`config.mk`:
```
export PLATFORM = sky130hd
export DESIGN_NAME = range_gated_pan_tracker
export DESIGN_NICKNAME = d
export VERILOG_FILES = /design/src/hw/rtl/rgpt_pkg.sv /design/src/hw/rtl/range_gated_pan_tracker.sv /design/src/hw/rtl/rgpt_gate.sv /design/src/hw/rtl/rgpt_sdiv.sv
export VERILOG_INCLUDE_DIRS = /design/src /design/src/hw/rtl
export SDC_FILE = /design/constraint.sdc
export NUM_CORES = 1
export LEC_CHECK = 0
export ABC_AREA = 1
export BUFFER_PORTS_ARGS = -buffer_cell sky130_fd_sc_hd__clkbuf_2
export CORE_UTILIZATION = 56
export DETAILED_ROUTE_END_ITERATION = 16
export PLACE_DENSITY = 0.78
export SETUP_SLACK_MARGIN = 0.2
export SYNTH_ARGS = -nofsm -noshare
export SYNTH_HDL_FRONTEND = slang
export SYNTH_SLANG_ARGS = --single-unit
```
`constraint.sdc`:
```
create_clock -name clk -period 5.45 [get_ports clk]
set_input_delay 0.545 -clock clk [delete_from_list [all_inputs] [get_ports clk]]
set_output_delay 0.545 -clock clk [all_outputs]
set_load 0.05 [all_outputs]
```
`src/hw/rtl/assert_macros.svh`:
```
// Assertion macros shared by the tracker RTL.
`ifndef ASSERT_MACROS_SVH
`define ASSERT_MACROS_SVH
`ifndef SYNTHESIS
`define RGPT_ASSERT(lbl, clk, rst_n, cond) \
  lbl: assert property (@(posedge clk) disable iff (!rst_n) (cond)) \
    else $error("assertion failed");
`define RGPT_IMPLY(lbl, clk, rst_n, ante, cons) \
  lbl: assert property (@(posedge clk) disable iff (!rst_n) (ante) |-> (cons)) \
    else $error("implication failed");
`define RGPT_NEXT(lbl, clk, rst_n, ante, cons) \
  lbl: assert property (@(posedge clk) disable iff (!rst_n) (ante) |=> (cons)) \
    else $error("next-cycle check failed");
`else
`define RGPT_ASSERT(lbl, clk, rst_n, cond)
`define RGPT_IMPLY(lbl, clk, rst_n, ante, cons)
`define RGPT_NEXT(lbl, clk, rst_n, ante, cons)
`endif
`endif

```
`src/hw/rtl/rgpt_pkg.sv`:
```
// Types and constants of the range gated pan tracker.
`default_nettype none
package rgpt_pkg;

  localparam int MAX_POINTS = 1024;
  localparam int CNT_W      = $clog2(MAX_POINTS + 1);

  localparam int PAN_W  = 12;
  localparam int DIST_W = 16;
  localparam int STR_W  = 16;
  localparam int GATE_W = 8;
  localparam int STEP_W = 8;

  // running totals: one field width plus headroom for the point cap
  localparam int PT_W  = PAN_W + $clog2(MAX_POINTS);
  localparam int DT_W  = DIST_W + $clog2(MAX_POINTS);
  localparam int IDX_W = $clog2(DT_W);
  localparam int BAR_W = DIST_W + 2;
  localparam int PCALC_W = PAN_W + 2;

  localparam int CFG_IDX_W  = 3;
  localparam int CFG_DATA_W = 16;

  localparam logic [CFG_IDX_W-1:0] CFG_GATE_HALF_WIDTH = 3'd0;
  localparam logic [CFG_IDX_W-1:0] CFG_PAN_STEP        = 3'd1;
  localparam logic [CFG_IDX_W-1:0] CFG_STRENGTH_MIN    = 3'd2;
  localparam logic [CFG_IDX_W-1:0] CFG_PAN_LOW         = 3'd3;
  localparam logic [CFG_IDX_W-1:0] CFG_PAN_HIGH        = 3'd4;

  localparam logic [GATE_W-1:0] RST_GATE_HALF_WIDTH = 8'd10;
  localparam logic [STEP_W-1:0] RST_PAN_STEP        = 8'd33;
  localparam logic [STR_W-1:0]  RST_STRENGTH_MIN    = 16'd1000;
  localparam logic [PAN_W-1:0]  RST_PAN_LOW         = 12'd500;
  localparam logic [PAN_W-1:0]  RST_PAN_HIGH        = 12'd2500;
  localparam logic [PAN_W-1:0]  RST_PAN_POSITION    = 12'd1666;
  localparam logic [DIST_W-1:0] RST_TRACK_DIST      = 16'd100;

  typedef struct packed {
    logic [PAN_W-1:0]  sample_pan;
    logic [DIST_W-1:0] sample_distance;
    logic [STR_W-1:0]  sample_strength;
    logic              frame_end;
  } in_t;

  typedef struct packed {
    logic [PAN_W-1:0]  next_pan;
    logic [DIST_W-1:0] new_tracking_distance;
    logic [PAN_W-1:0]  mean_pan;
    logic              target_found;
  } out_t;

  typedef struct packed {
    logic [GATE_W-1:0] gate_half_width;
    logic [STEP_W-1:0] pan_step;
    logic [STR_W-1:0]  strength_min;
    logic [PAN_W-1:0]  pan_low;
    logic [PAN_W-1:0]  pan_high;
  } cfg_t;

  typedef struct packed {
    logic keep;
    logic gated;
  } gate_t;

  // controls for the serial accumulate / divide unit
  typedef struct packed {
    logic             load;
    logic             acc;
    logic             div;
    logic             clr;
    logic [IDX_W-1:0] step;
  } sctl_t;

endpackage
`default_nettype wire

```
`src/hw/rtl/range_gated_pan_tracker.sv`:
```
// Range gated pan tracker: collects lidar samples per frame, steers pan on frame end.
//
// Timing: a sample that is dropped or falls outside the distance gate leaves
// the unit idle unless it ends the frame. A gated sample is added into the pan
// and distance totals, which are shift registers, one bit per cycle in ST_ACC.
// On the frame's last sample, if anything was gated, the same registers run
// as a restoring divider by the gated count, one quotient bit per cycle in
// ST_DIV, then ST_DONE loads the result register and waits there while the
// previous result still sits stalled in the output register. in_stall is high
// whenever the unit is busy; a pending result in the output register does not
// block new samples, only the next frame decision. Config writes are taken
// every cycle (cfg_ready is tied high) and must only happen while idle.
`default_nettype none
`include "assert_macros.svh"
module range_gated_pan_tracker (
  input  logic                              clk,
  input  logic                              rst_n,
  input  logic                              in_valid,
  output logic                              in_stall,
  input  rgpt_pkg::in_t                     in_data,
  output logic                              out_valid,
  input  logic                              out_stall,
  output rgpt_pkg::out_t                    out_data,
  input  logic                              cfg_valid,
  output logic                              cfg_ready,
  input  logic [rgpt_pkg::CFG_IDX_W-1:0]    cfg_index,
  input  logic [rgpt_pkg::CFG_DATA_W-1:0]   cfg_data
);

  typedef enum logic [3:0] {
    ST_IDLE = 4'b0001,
    ST_ACC  = 4'b0010,
    ST_DIV  = 4'b0100,
    ST_DONE = 4'b1000
  } state_t;

  state_t                          state_r, state_nxt;
  rgpt_pkg::cfg_t                  cfg_r, cfg_nxt;
  logic [rgpt_pkg::PAN_W-1:0]      pan_pos_r, pan_pos_nxt;
  logic [rgpt_pkg::DIST_W-1:0]     track_r, track_nxt;
  logic [rgpt_pkg::CNT_W-1:0]      gated_cnt_r, gated_cnt_nxt;
  logic [rgpt_pkg::CNT_W-1:0]      points_r, points_nxt;
  logic                            last_r, last_nxt;
  logic [rgpt_pkg::IDX_W-1:0]      step_r, step_nxt;
  logic                            out_valid_r, out_valid_nxt;
  rgpt_pkg::out_t                  out_data_r, out_data_nxt;

  logic                            in_accept;
  logic                            out_load;
  logic                            step_last;
  logic                            found;
  rgpt_pkg::gate_t                 gate;
  rgpt_pkg::sctl_t                 sctl;
  logic [rgpt_pkg::PAN_W-1:0]      quot_pan;
  logic [rgpt_pkg::DIST_W-1:0]     quot_dist;
  logic [rgpt_pkg::PAN_W-1:0]      mean_p;
  logic signed [rgpt_pkg::PCALC_W-1:0] pan_calc;
  logic signed [rgpt_pkg::PCALC_W-1:0] pan_sat;

  rgpt_gate u_gate (
    .sample     (in_data),
    .cfg        (cfg_r),
    .track_dist (track_r),
    .points     (points_r),
    .result     (gate)
  );

  rgpt_sdiv u_sdiv (
    .clk         (clk),
    .rst_n       (rst_n),
    .ctl         (sctl),
    .sample_pan  (in_data.sample_pan),
    .sample_dist (in_data.sample_distance),
    .divisor     (gated_cnt_r),
    .quot_pan    (quot_pan),
    .quot_dist   (quot_dist)
  );

  assign in_stall  = (state_r != ST_IDLE);
  assign in_accept = in_valid && !in_stall;
  assign cfg_ready = 1'b1;
  assign out_valid = out_valid_r;
  assign out_data  = out_data_r;

  assign step_last = (step_r == rgpt_pkg::IDX_W'(rgpt_pkg::DT_W - 1));
  assign found     = (gated_cnt_r != '0);
  assign out_load  = (state_r == ST_DONE) && (!out_valid_r || !out_stall);
  assign mean_p    = found ? quot_pan : '0;

  // frame decision: step up only when mean pan is above, step down when no target
  always_comb begin
    pan_calc = $signed({2'b00, pan_pos_r});
    if (found) begin
      if (mean_p > pan_pos_r) begin
        pan_calc = pan_calc + $signed({{(rgpt_pkg::PCALC_W - rgpt_pkg::STEP_W){1'b0}},
                                       cfg_r.pan_step});
      end
    end else begin
      pan_calc = pan_calc - $signed({{(rgpt_pkg::PCALC_W - rgpt_pkg::STEP_W){1'b0}},
                                     cfg_r.pan_step});
    end
    // upper limit first, lower limit wins when they cross
    pan_sat = pan_calc;
    if (pan_sat >= $signed({2'b00, cfg_r.pan_high})) begin
      pan_sat = $signed({2'b00, cfg_r.pan_high});
    end
    if (pan_sat <= $signed({2'b00, cfg_r.pan_low})) begin
      pan_sat = $signed({2'b00, cfg_r.pan_low});
    end
  end

  // config register write decode
  always_comb begin
    cfg_nxt = cfg_r;
    if (cfg_valid && cfg_ready) begin
      unique case (cfg_index)
        rgpt_pkg::CFG_GATE_HALF_WIDTH: cfg_nxt.gate_half_width = cfg_data[rgpt_pkg::GATE_W-1:0];
        rgpt_pkg::CFG_PAN_STEP:        cfg_nxt.pan_step        = cfg_data[rgpt_pkg::STEP_W-1:0];
        rgpt_pkg::CFG_STRENGTH_MIN:    cfg_nxt.strength_min    = cfg_data[rgpt_pkg::STR_W-1:0];
        rgpt_pkg::CFG_PAN_LOW:         cfg_nxt.pan_low         = cfg_data[rgpt_pkg::PAN_W-1:0];
        rgpt_pkg::CFG_PAN_HIGH:        cfg_nxt.pan_high        = cfg_data[rgpt_pkg::PAN_W-1:0];
        default: ;
      endcase
    end
  end

  // sequencer
  always_comb begin
    state_nxt     = state_r;
    pan_pos_nxt   = pan_pos_r;
    track_nxt     = track_r;
    gated_cnt_nxt = gated_cnt_r;
    points_nxt    = points_r;
    last_nxt      = last_r;
    step_nxt      = step_r;
    out_data_nxt  = out_data_r;
    sctl          = '0;
    sctl.step     = step_r;

    out_valid_nxt = out_valid_r;
    if (out_valid_r && !out_stall) begin
      out_valid_nxt = 1'b0;
    end

    unique case (state_r)
      ST_IDLE: begin
        step_nxt = '0;
        if (in_accept) begin
          sctl.load = 1'b1;
          last_nxt  = in_data.frame_end;
          if (gate.keep) begin
            points_nxt = points_r + 1'b1;
          end
          if (gate.gated) begin
            gated_cnt_nxt = gated_cnt_r + 1'b1;
            state_nxt     = ST_ACC;
          end else if (in_data.frame_end) begin
            // nothing to add: go straight to divide, or to decision if empty
            state_nxt = found ? ST_DIV : ST_DONE;
          end
        end
      end
      ST_ACC: begin
        sctl.acc = 1'b1;
        step_nxt = step_r + 1'b1;
        if (step_last) begin
          step_nxt  = '0;
          state_nxt = last_r ? ST_DIV : ST_IDLE;
        end
      end
      ST_DIV: begin
        sctl.div = 1'b1;
        step_nxt = step_r + 1'b1;
        if (step_last) begin
          step_nxt  = '0;
          state_nxt = ST_DONE;
        end
      end
      ST_DONE: begin
        if (out_load) begin
          pan_pos_nxt = pan_sat[rgpt_pkg::PAN_W-1:0];
          if (found) begin
            track_nxt = quot_dist;
          end
          out_data_nxt.next_pan              = pan_sat[rgpt_pkg::PAN_W-1:0];
          out_data_nxt.new_tracking_distance = found ? quot_dist : track_r;
          out_data_nxt.mean_pan              = mean_p;
          out_data_nxt.target_found          = found;
          out_valid_nxt = 1'b1;
          // frame closed: totals and counts back to zero
          sctl.clr      = 1'b1;
          gated_cnt_nxt = '0;
          points_nxt    = '0;
          state_nxt     = ST_IDLE;
        end
      end
      default: state_nxt = ST_IDLE;
    endcase
  end

  always_ff @(posedge clk) begin
    if (!rst_n) begin
      state_r     <= ST_IDLE;
      cfg_r.gate_half_width <= rgpt_pkg::RST_GATE_HALF_WIDTH;
      cfg_r.pan_step        <= rgpt_pkg::RST_PAN_STEP;
      cfg_r.strength_min    <= rgpt_pkg::RST_STRENGTH_MIN;
      cfg_r.pan_low         <= rgpt_pkg::RST_PAN_LOW;
      cfg_r.pan_high        <= rgpt_pkg::RST_PAN_HIGH;
      pan_pos_r   <= rgpt_pkg::RST_PAN_POSITION;
      track_r     <= rgpt_pkg::RST_TRACK_DIST;
      gated_cnt_r <= '0;
      points_r    <= '0;
      last_r      <= 1'b0;
      step_r      <= '0;
      out_valid_r <= 1'b0;
    end else begin
      state_r     <= state_nxt;
      cfg_r       <= cfg_nxt;
      pan_pos_r   <= pan_pos_nxt;
      track_r     <= track_nxt;
      gated_cnt_r <= gated_cnt_nxt;
      points_r    <= points_nxt;
      last_r      <= last_nxt;
      step_r      <= step_nxt;
      out_valid_r <= out_valid_nxt;
    end
  end

  always_ff @(posedge clk) begin
    out_data_r <= out_data_nxt;
  end

  `RGPT_ASSERT(a_gated_le_points, clk, rst_n, gated_cnt_r <= points_r)
  `RGPT_ASSERT(a_points_cap, clk, rst_n, points_r <= rgpt_pkg::CNT_W'(rgpt_pkg::MAX_POINTS))
  `RGPT_IMPLY(a_div_nonzero, clk, rst_n, state_r == ST_DIV, gated_cnt_r != '0)
  `RGPT_NEXT(a_frame_cleared, clk, rst_n, out_load, points_r == '0 && gated_cnt_r == '0 && out_valid_r)

endmodule
`default_nettype wire

```
`src/hw/rtl/rgpt_gate.sv`:
```
// Sample qualification: strength threshold, point cap and distance gate.
`default_nettype none
module rgpt_gate (
  input  rgpt_pkg::in_t                   sample,
  input  rgpt_pkg::cfg_t                  cfg,
  input  logic [rgpt_pkg::DIST_W-1:0]     track_dist,
  input  logic [rgpt_pkg::CNT_W-1:0]      points,
  output rgpt_pkg::gate_t                 result
);

  logic signed [rgpt_pkg::BAR_W-1:0] low_bar;
  logic signed [rgpt_pkg::BAR_W-1:0] upper_bar;
  logic signed [rgpt_pkg::BAR_W-1:0] dist_s;
  logic signed [rgpt_pkg::BAR_W-1:0] gate_s;
  logic signed [rgpt_pkg::BAR_W-1:0] track_s;

  assign track_s   = $signed({2'b00, track_dist});
  assign gate_s    = $signed({{(rgpt_pkg::BAR_W - rgpt_pkg::GATE_W){1'b0}},
                              cfg.gate_half_width});
  assign dist_s    = $signed({2'b00, sample.sample_distance});
  assign low_bar   = track_s - gate_s;
  assign upper_bar = track_s + gate_s;

  assign result.keep  = (sample.sample_strength >= cfg.strength_min) &&
                        (points < rgpt_pkg::CNT_W'(rgpt_pkg::MAX_POINTS));
  // strict window on both sides
  assign result.gated = result.keep && (dist_s > low_bar) && (dist_s < upper_bar);

endmodule
`default_nettype wire

```
`src/hw/rtl/rgpt_sdiv.sv`:
```
// Bit-serial accumulator for pan/distance totals, reused as restoring divider.
`default_nettype none
module rgpt_sdiv (
  input  logic                          clk,
  input  logic                          rst_n,
  input  rgpt_pkg::sctl_t               ctl,
  input  logic [rgpt_pkg::PAN_W-1:0]    sample_pan,
  input  logic [rgpt_pkg::DIST_W-1:0]   sample_dist,
  input  logic [rgpt_pkg::CNT_W-1:0]    divisor,
  output logic [rgpt_pkg::PAN_W-1:0]    quot_pan,
  output logic [rgpt_pkg::DIST_W-1:0]   quot_dist
);

  logic [rgpt_pkg::PT_W-1:0]   pt_r, pt_nxt;
  logic [rgpt_pkg::DT_W-1:0]   dt_r, dt_nxt;
  logic [rgpt_pkg::PAN_W-1:0]  sp_r, sp_nxt;
  logic [rgpt_pkg::DIST_W-1:0] sd_r, sd_nxt;
  logic                        pc_r, pc_nxt;
  logic                        dc_r, dc_nxt;
  logic [rgpt_pkg::CNT_W-1:0]  prem_r, prem_nxt;
  logic [rgpt_pkg::CNT_W-1:0]  drem_r, drem_nxt;

  logic                        pan_on;
  logic                        psum, dsum;
  logic [rgpt_pkg::CNT_W-1:0]  prem_in, drem_in;
  logic [rgpt_pkg::CNT_W:0]    ptrial, dtrial, pdiff, ddiff, dvs;
  logic                        pge, dge;

  // pan total is narrower; it only moves during the first PT_W steps
  assign pan_on = ctl.step < rgpt_pkg::IDX_W'(rgpt_pkg::PT_W);

  assign psum = pt_r[0] ^ sp_r[0] ^ pc_r;
  assign dsum = dt_r[0] ^ sd_r[0] ^ dc_r;

  assign prem_in = (ctl.step == '0) ? '0 : prem_r;
  assign drem_in = (ctl.step == '0) ? '0 : drem_r;
  assign dvs     = {1'b0, divisor};
  assign ptrial  = {prem_in, pt_r[rgpt_pkg::PT_W-1]};
  assign dtrial  = {drem_in, dt_r[rgpt_pkg::DT_W-1]};
  assign pdiff   = ptrial - dvs;
  assign ddiff   = dtrial - dvs;
  assign pge     = ptrial >= dvs;
  assign dge     = dtrial >= dvs;

  always_comb begin
    pt_nxt   = pt_r;
    dt_nxt   = dt_r;
    sp_nxt   = sp_r;
    sd_nxt   = sd_r;
    pc_nxt   = pc_r;
    dc_nxt   = dc_r;
    prem_nxt = prem_r;
    drem_nxt = drem_r;
    if (ctl.load) begin
      sp_nxt = sample_pan;
      sd_nxt = sample_dist;
      pc_nxt = 1'b0;
      dc_nxt = 1'b0;
    end
    if (ctl.acc) begin
      // LSB first, rotating right
      dt_nxt = {dsum, dt_r[rgpt_pkg::DT_W-1:1]};
      dc_nxt = (dt_r[0] & sd_r[0]) | (dc_r & (dt_r[0] ^ sd_r[0]));
      sd_nxt = {1'b0, sd_r[rgpt_pkg::DIST_W-1:1]};
      if (pan_on) begin
        pt_nxt = {psum, pt_r[rgpt_pkg::PT_W-1:1]};
        pc_nxt = (pt_r[0] & sp_r[0]) | (pc_r & (pt_r[0] ^ sp_r[0]));
        sp_nxt = {1'b0, sp_r[rgpt_pkg::PAN_W-1:1]};
      end
    end
    if (ctl.div) begin
      // MSB first; quotient bits shift in at the bottom
      dt_nxt   = {dt_r[rgpt_pkg::DT_W-2:0], dge};
      drem_nxt = dge ? ddiff[rgpt_pkg::CNT_W-1:0] : dtrial[rgpt_pkg::CNT_W-1:0];
      if (pan_on) begin
        pt_nxt   = {pt_r[rgpt_pkg::PT_W-2:0], pge};
        prem_nxt = pge ? pdiff[rgpt_pkg::CNT_W-1:0] : ptrial[rgpt_pkg::CNT_W-1:0];
      end
    end
    if (ctl.clr) begin
      pt_nxt = '0;
      dt_nxt = '0;
    end
  end

  always_ff @(posedge clk) begin
    if (!rst_n) begin
      pt_r <= '0;
      dt_r <= '0;
    end else begin
      pt_r <= pt_nxt;
      dt_r <= dt_nxt;
    end
  end

  always_ff @(posedge clk) begin
    sp_r   <= sp_nxt;
    sd_r   <= sd_nxt;
    pc_r   <= pc_nxt;
    dc_r   <= dc_nxt;
    prem_r <= prem_nxt;
    drem_r <= drem_nxt;
  end

  assign quot_pan  = pt_r[rgpt_pkg::PAN_W-1:0];
  assign quot_dist = dt_r[rgpt_pkg::DIST_W-1:0];

endmodule
`default_nettype wire

```
; ---- After elaboration in Yosys (flattened, before gate mapping)
; Index checks and enable logic that the tools add are counted.
; W data, S select, Z words.
[word_totals]
reg_bits = 258
in_bits = 69
[classes]
add_sub_neg = 9
n_lt_le_gt_ge = 10
eq_ne = 17
n_mux = 53
n_bitwise = 11
reduce_logical = 30
[op_table]
columns = operator, count
row1 = $mux W11, 9
row2 = $mux W22, 4
row3 = $mux W12, 5
row4 = $mux W26, 2
row5 = $pmux W11 S2, 2
row6 = $mux W15, 2
row7 = $mux W14, 2
row8 = $mux W4, 7
row9 = $ge A12 B11 Y1, 2
row10 = $add A11 B1 Y11 const B, 2
row11 = $sub A11 B11 Y11, 2
row12 = $add A16 B8 Y17, 1
row13 = $gt A17 B17 Y1, 1
row14 = $lt A16 B17 Y1, 1
row15 = $sub A16 B8 Y17, 1
row16 = $ge A16 B16 Y1, 1
row17 = $mux W16, 1
row18 = $pmux W4 S4, 1
row19 = $reduce_and A2 Y1, 8
row20 = $ge A14 B13 Y1, 1
row21 = $le A14 B13 Y1, 1
row22 = $mux W1, 14
row23 = $add A12 B8 Y13, 1
row24 = $mux W13, 1
row25 = 34 further kinds, 58

; ---- Logic depth before layout (Yosys ltp)
[logic_depth]
depth_word = 9
mapped_depth = 48
depth_no_buf = 44

; ---- By module
; A second synthesis with hierarchy kept.
[hier_totals]
hier_cells = 2257
area_unflattened_um2 = 16903.7
[by_module_without_submodules]
columns = module, instances, cells_each, area_per_inst_um2, seq_area_each_um2
row1 = range_gated_pan_tracker, 1, 1144, 8637.0, 3573.4
row2 = rgpt_sdiv, 1, 745, 5799.3, 2382.3
row3 = rgpt_gate, 1, 368, 2467.4, 0.0

; ---- Least setup slack after synthesis
; Ideal clock, no wire load.
[synth_timing]
path_kind = register -> register
startpoint = register gated_cnt_r[1] in the netlist's numbering
endpoint = register out_data_r (netlist bit out_data[29]), data pin
setup_ns = 0.254
arrival_time_ns = 5.631
required_time_ns = 5.196
setup_slack_ns = -0.436
stages_incl_launch_ff = 41
n_path_buf = 4
period_less_slack_ns = 5.886
path_cell_list = dfxtp_1 inv_1 ha_1 nand4_1 inv_1 nand2_1 inv_1 clkbuf_1 clkbuf_1 nor2_1 ha_1 nand2_1 nor2_1 nand2_1 a21oi_1 o21bai_1 nor2_1 inv_1 [... 5 more ...] o21ai_0 o211ai_1 nand4_1 nand2_1 nand2_2 buf_4 nand3_1 and2_1 ha_1 nand2_1 nor2_1 a211oi_1 o211ai_1 a21o_1 nand3_2 inv_2 buf_2 o21a_1
[synth_via]
elab_chain_cells = 9
[synth_lines]
columns = item, line_no
row1 = start: declaration, range_gated_pan_tracker.sv:41  ; logic [rgpt_pkg::CNT_W-1:0] gated_cnt_r, gated_cnt_nxt;
row2 = start signal: assignment, range_gated_pan_tracker.sv:221  ; gated_cnt_r <= gated_cnt_nxt;
row3 = $reduce_bool A11 Y1 (*), range_gated_pan_tracker.sv:86  ; assign found = (gated_cnt_r != '0);
row4 = $mux W12 (*), range_gated_pan_tracker.sv:88  ; assign mean_p = found ? quot_pan : '0;
row5 = "net mean_p, one bit", range_gated_pan_tracker.sv:56  ; logic [rgpt_pkg::PAN_W-1:0] mean_p;
row6 = $gt A12 B12 Y1 (*), range_gated_pan_tracker.sv:94  ; if (mean_p > pan_pos_r) begin
row7 = $mux W13 (*), range_gated_pan_tracker.sv:94
row8 = $mux W14 (*), range_gated_pan_tracker.sv:93  ; if (found) begin
row9 = $ge A14 B13 Y1, range_gated_pan_tracker.sv:104  ; if (pan_sat >= $signed({2'b00, cfg_r.pan_high})) begin
row10 = $mux W14 (*), range_gated_pan_tracker.sv:104
row11 = $le A14 B13 Y1, range_gated_pan_tracker.sv:107  ; if (pan_sat <= $signed({2'b00, cfg_r.pan_low})) begin
row12 = $mux W12 (*), range_gated_pan_tracker.sv:107
row13 = "net pan_sat, one bit", range_gated_pan_tracker.sv:58  ; logic signed [rgpt_pkg::PCALC_W-1:0] pan_sat;
row14 = end signal: assignment, range_gated_pan_tracker.sv:230  ; out_data_r <= out_data_nxt;
row15 = end: declaration, range_gated_pan_tracker.sv:46  ; rgpt_pkg::out_t out_data_r, out_data_nxt;
; The timed path passes the listed nets; every way through them passes the cells marked *.
; A chain may end at the register's enable or synchronous reset.

; ---- Final worst setup path
[layout_timing]
startpoint = register gated_cnt_r[1] in the netlist's numbering
endpoint = register pan_pos_r[4] in the netlist's numbering
[layout_via]
elab_chain_cells = 9
[layout_lines]
columns = item, line_no
row1 = $reduce_bool A11 Y1 (*), range_gated_pan_tracker.sv:86
row2 = $mux W12 (*), range_gated_pan_tracker.sv:88
row3 = "net mean_p, one bit", range_gated_pan_tracker.sv:56
row4 = $gt A12 B12 Y1 (*), range_gated_pan_tracker.sv:94
row5 = $mux W13 (*), range_gated_pan_tracker.sv:94
row6 = $mux W14 (*), range_gated_pan_tracker.sv:93
row7 = $ge A14 B13 Y1, range_gated_pan_tracker.sv:104
row8 = $mux W14 (*), range_gated_pan_tracker.sv:104
row9 = $le A14 B13 Y1, range_gated_pan_tracker.sv:107
row10 = $mux W12 (*), range_gated_pan_tracker.sv:107
row11 = end signal: assignment, range_gated_pan_tracker.sv:209  ; pan_pos_r <= rgpt_pkg::RST_PAN_POSITION;
row12 = end signal: assignment, range_gated_pan_tracker.sv:219  ; pan_pos_r <= pan_pos_nxt;
row13 = end: declaration, range_gated_pan_tracker.sv:39  ; logic [rgpt_pkg::PAN_W-1:0] pan_pos_r, pan_pos_nxt;
; Marks and branches as above.

==> metrics.csv <==
stage,metric,value,unit
die,starting utilization of the core area,57.5,%
critical_path,cell with the largest stage delay on the worst path,sky130_fd_sc_hd__dfxtp_4,
clock_tree,worst-case clock buffer depth,3,
global_route,antenna violations before repair,0,
hold_path,class of the worst hold path,in2reg,
placement,GPL Wtd Cong,0.954,
clock_tree,clock tree from TritonCTS,done,
critical_path,worst reg-to-reg path cell count,42,
clock_tree,clock buffers created by TritonCTS,29,
critical_path,CP Data Required Time,5.91,ns
sta,Clock Skews,0.0300,ns
yosys,synthesized net count,2343,
placement,half-perimeter wire length after placement,30600,um
global_route,largest net degree at the start of global routing,61,
layout,number of filler instances in the final layout,2249,
critical_path,Crit Reg-Reg Endpoint,pan_pos_r[4]$_SDFFE_PN0P_,
critical_path,category of the worst setup path launch point,flop,
critical_path,crit-path max FO,7,
die,IO Pins,113,
yosys,Most used DFF post-synth,sky130_fd_sc_hd__dfxtp_1,
power,worst-case vdd ir drop,492,uV
yosys,portion of the post-synthesis area used by sequential elements,37.0,%
clock_tree,CTS Hold Buffers Added,0,
global_route,number of global-route vias before repair,13892,
critical_path,arrival time at the worst endpoint,5.95,ns
sta,endpoints failing hold,0,
drt,average wire per cell in the routed design,16.3,um
die,die boundary width,172,um
critical_path,r2r setup slk,-0.05,ns
layout,final antenna diode count,0,
drt,via count of the routed design,14910,
global_route,global route total overflow,0,
layout,sequential cell area in the final layout,5960,um^2
sta,Max Transition Viols Final,0,
hold_path,endpoint of the worst hold-timing path,u_sdiv.sp_r[2]$_DFF_P_,
layout,final core occ,68.4,%
drt,final routed wirelength across all metal layers,43700,um
sta,worst hold margin,0.255,ns
clock_tree,CTS sink cnt,258,
yosys,gate count of the mapped netlist,2123,
hold_path,Hold Path Stages,3,
critical_path,delay of the slowest cell on the worst path,0.36,ns
sta,Least-Margin Pin Slew,1.13,ns
clock_tree,Skew-Pair Late Insertion Delay,0.57,ns
critical_path,most prevalent standard cell on the critical path,sky130_fd_sc_hd__nand2_2,
die,area of the die,29400,um^2
drt,ANT nets after route,0,
sta,setup repair after global routing missed its margin,true,
layout,area taken by multi-input logic gates,9130,um^2
yosys,Syn. warnings,0,
placement,input/output buffers,111,
yosys,post-synthesis cell type with the largest combined area,sky130_fd_sc_hd__dfxtp_1,
sta,minimum period implied by the final worst setup slack,5.50,ns
sta,maximum achievable frequency,0.182,GHz
drt,Via density,5.55,
yosys,number of distinct library cells after synthesis,56,
yosys,Seq cells post-synth,258,
sta,ratio of final minimum period to clock period,101,%
global_route,wire length of the first global-routing pass,67500,um
layout,cell area after layout,19200,um^2
yosys,syn_area_per_cell,7.58,um^2
sta,setup TNS after final layout,-0.323,ns
status,run status,"complete, but fails checks",
drt,DRC viols,0,
global_route,Global Route Usage Sum,28.6,%
critical_path,startpoint of the worst-slack reg-to-reg timing path,gated_cnt_r[1]$_SDFFE_PN0P_,
layout,net count of the finished layout,2506,
die,die extent in y,172,um
yosys,area share of the largest cell type after synthesis,22.3,%
power,leakage power summed over all cells,8.71,nW
yosys,netlist area before placement,16100,um^2
sta,final critical-path setup slack,-0.0478,ns
sta,Final setup violation count,14,
layout,Layout Area Growth over Synthesis,19.0,%
clock_tree,cell at the root of the clock tree,sky130_fd_sc_hd__clkbuf_16,
yosys,biggest area contributors in the synthesized netlist,"sky130_fd_sc_hd__dfxtp_1 (22%), sky130_fd_sc_hd__edfxtp_1 (15%), sky130_fd_sc_hd__ha_1 (11%), sky130_fd_sc_hd__nand2_1 (11%), sky130_fd_sc_hd__inv_1 (6.9%)",
drt,drt initial violations,1259,
critical_path,nature of the critical path endpoint,flop,
hold_path,hold path startpoint,in_data[35],
drt,drt first pass iters,6,
power,Overall Power,0.00821,W
job,max-cap viol count,0,
status,failing checks,setup timing,
yosys,Async SR Flop Fraction,0,%
layout,share of layout cells above drive strength 1,18.3,%
die,row cnt,61,
power,power per cell area,429,nW/um^2
placement,Post-DP Area,17500,um^2
critical_path,category of the most critical setup path,reg2reg,
clock_tree,CTS HTree Levels,1,
die,standard cell core area,28000,um^2
clock_tree,post-CTS clock slew at the launch and capture registers of the worst setup and hold paths,0.06,ns
yosys,number of flops mapped to enable cells by yosys,79,
sta,Slew HR,24.5,%
cell type report:
| cell class | instances | area share [%] |
|---|---|---|
| timing repair buffer | 204 | 6.82 |
| clock buffer | 41 | 4.46 |
| multi-input combinational | 1475 | 47.7 |
| sequential | 258 | 31.1 |
| tap | 378 | 2.47 |
| clock inverter | 13 | 0.908 |
| timing repair inverter | 4 | 0.222 |
| inverter | 314 | 6.31 |
cells in the final DEF, fill, tap and decap left out, types with 24 or more instances in the layout:
| cell | synthesis | final |
|---|---|---|
| sky130_fd_sc_hd__clkbuf_2 | 1 | 111 |
| sky130_fd_sc_hd__nand4_1 | 27 | 27 |
| sky130_fd_sc_hd__edfxtp_1 | 79 | 79 |
| sky130_fd_sc_hd__nor2_1 | 129 | 110 |
| sky130_fd_sc_hd__o21ai_0 | 204 | 198 |
| sky130_fd_sc_hd__buf_4 | 5 | 83 |
| sky130_fd_sc_hd__clkbuf_16 | 0 | 32 |
| sky130_fd_sc_hd__nand2_1 | 455 | 427 |
| sky130_fd_sc_hd__a21oi_1 | 182 | 175 |
| sky130_fd_sc_hd__nand3_1 | 76 | 62 |
| sky130_fd_sc_hd__o211ai_1 | 44 | 44 |
| sky130_fd_sc_hd__xor2_1 | 54 | 52 |
| sky130_fd_sc_hd__nand2_2 | 9 | 32 |
| sky130_fd_sc_hd__nor3_1 | 24 | 24 |
| sky130_fd_sc_hd__inv_1 | 297 | 288 |
| sky130_fd_sc_hd__dfxtp_1 | 179 | 177 |
| sky130_fd_sc_hd__ha_1 | 143 | 134 |
per-layer routing:
| metal | global-route usage (%) | share of wire (%) |
|---|---|---|
| met3 | 3.82 | 5.9 |
| met1 | 36.3 | 42 |
| met2 | 48.6 | 48 |
| met5 | 0 | 0 |
| met4 | 12.1 | 4.3 |
report_power, final:
| part | internal, W | total, W | leakage [nW] | switching (W) |
|---|---|---|---|---|
| combinational | 0.00141 | 0.00368 | 6.01 | 0.00227 |
| sequential | 0.00231 | 0.00243 | 2.19 | 0.000114 |
| clock | 0.00128 | 0.00210 | 0.505 | 0.000817 |
worst max-delay path: cells and delay by family, from the launching register on:
| family | cells | cell delay, ns |
|---|---|---|
| compound gates | 8 | 1.28 |
| buf+inv | 13 | 1.33 |
| fa+ha+maj | 4 | 0.92 |
| flops | 1 | 0.36 |
| simple gates | 17 | 1.53 |
kinds of logic (layout without fill, tap and decap cells):
family	Yosys count	in the layout	synth area share (%)
muxes	7	7	0.435
other	1	1	0.0233
xor gates and xnor gates	56	56	3.05
buffers and inverters	391	576	9.49
AOI/OAI and AO/OA	492	492	17.2
adders and majority gates	151	151	12.1
and+or+nand+nor	767	768	20.7
DFF	258	258	37.0
flip-flops by register name (all words and copies together) (netlist names):
signal and count:
u_sdiv.dt_r 26, pan_pos_r 12, last_r 1, track_r 16
step_r 5, u_sdiv.sd_r 16, u_sdiv.sp_r 12, u_sdiv.pt_r 22
u_sdiv.drem_r 11, out_data 41, out_valid 1, cfg_r 56
u_sdiv.dc_r 1, state_r 4, gated_cnt_r 11, points_r 11
u_sdiv.pc_r 1, u_sdiv.prem_r 11
cell usage after synthesis (10+ instances only):
| library cell | n |
|---|---|
| sky130_fd_sc_hd__nand3_2 | 11 |
| sky130_fd_sc_hd__edfxtp_1 | 79 |
| sky130_fd_sc_hd__buf_2 | 14 |
| sky130_fd_sc_hd__xor2_1 | 54 |
| sky130_fd_sc_hd__nor2_1 | 129 |
| sky130_fd_sc_hd__ha_1 | 143 |
| sky130_fd_sc_hd__inv_2 | 16 |
| sky130_fd_sc_hd__o21a_1 | 10 |
| sky130_fd_sc_hd__nand2_1 | 455 |
| sky130_fd_sc_hd__a21oi_1 | 182 |
| sky130_fd_sc_hd__nand3_1 | 76 |
| sky130_fd_sc_hd__dfxtp_1 | 179 |
| sky130_fd_sc_hd__o21ai_0 | 204 |
| sky130_fd_sc_hd__nor3_1 | 24 |
| sky130_fd_sc_hd__clkbuf_1 | 53 |
| sky130_fd_sc_hd__nand4_1 | 27 |
| sky130_fd_sc_hd__inv_1 | 297 |
| sky130_fd_sc_hd__o211ai_1 | 44 |
through the flow:
step                setup slack [ns]  cells
finish                       -0.0478   2687
global route                  -0.331   2687
CTS                            0.204   2675
detailed placement            -0.245   2606
global placement             -0.0334   2606
floorplan                      0.124   2123
how the worst max path moves through the flow:
| stage | startpoint | to | slack [ns] | cells past startpoint |
|---|---|---|---|---|
| finish | gated_cnt_r[1]$_SDFFE_PN0P_ | pan_pos_r[4]$_SDFFE_PN0P_ | -0.05 | 42 |
| global route | gated_cnt_r[1]$_SDFFE_PN0P_ | pan_pos_r[9]$_SDFFE_PN1P_ | -0.33 | 41 |
| CTS | gated_cnt_r[1]$_SDFFE_PN0P_ | out_data[40]$_DFFE_PP_ | 0.20 | 41 |
| detailed placement | gated_cnt_r[1]$_SDFFE_PN0P_ | out_data[32]$_DFFE_PP_ | -0.24 | 37 |
| global placement | gated_cnt_r[1]$_SDFFE_PN0P_ | out_data[32]$_DFFE_PP_ | -0.03 | 38 |
| floorplan | gated_cnt_r[1]$_SDFFE_PN0P_ | out_data[32]$_DFFE_PP_ | 0.12 | 41 |
timing repair:
| action | in CTS | in global routing |
|---|---|---|
| pin swaps | 18 | 41 |
| endpoints found under the setup margin | 24 | 24 |
| cloned | 3 | 3 |
| resized for setup | 25 | 95 |
| setup buffers | 12 | 9 |
No activity file was read; power rests on OpenSTA's default activity.
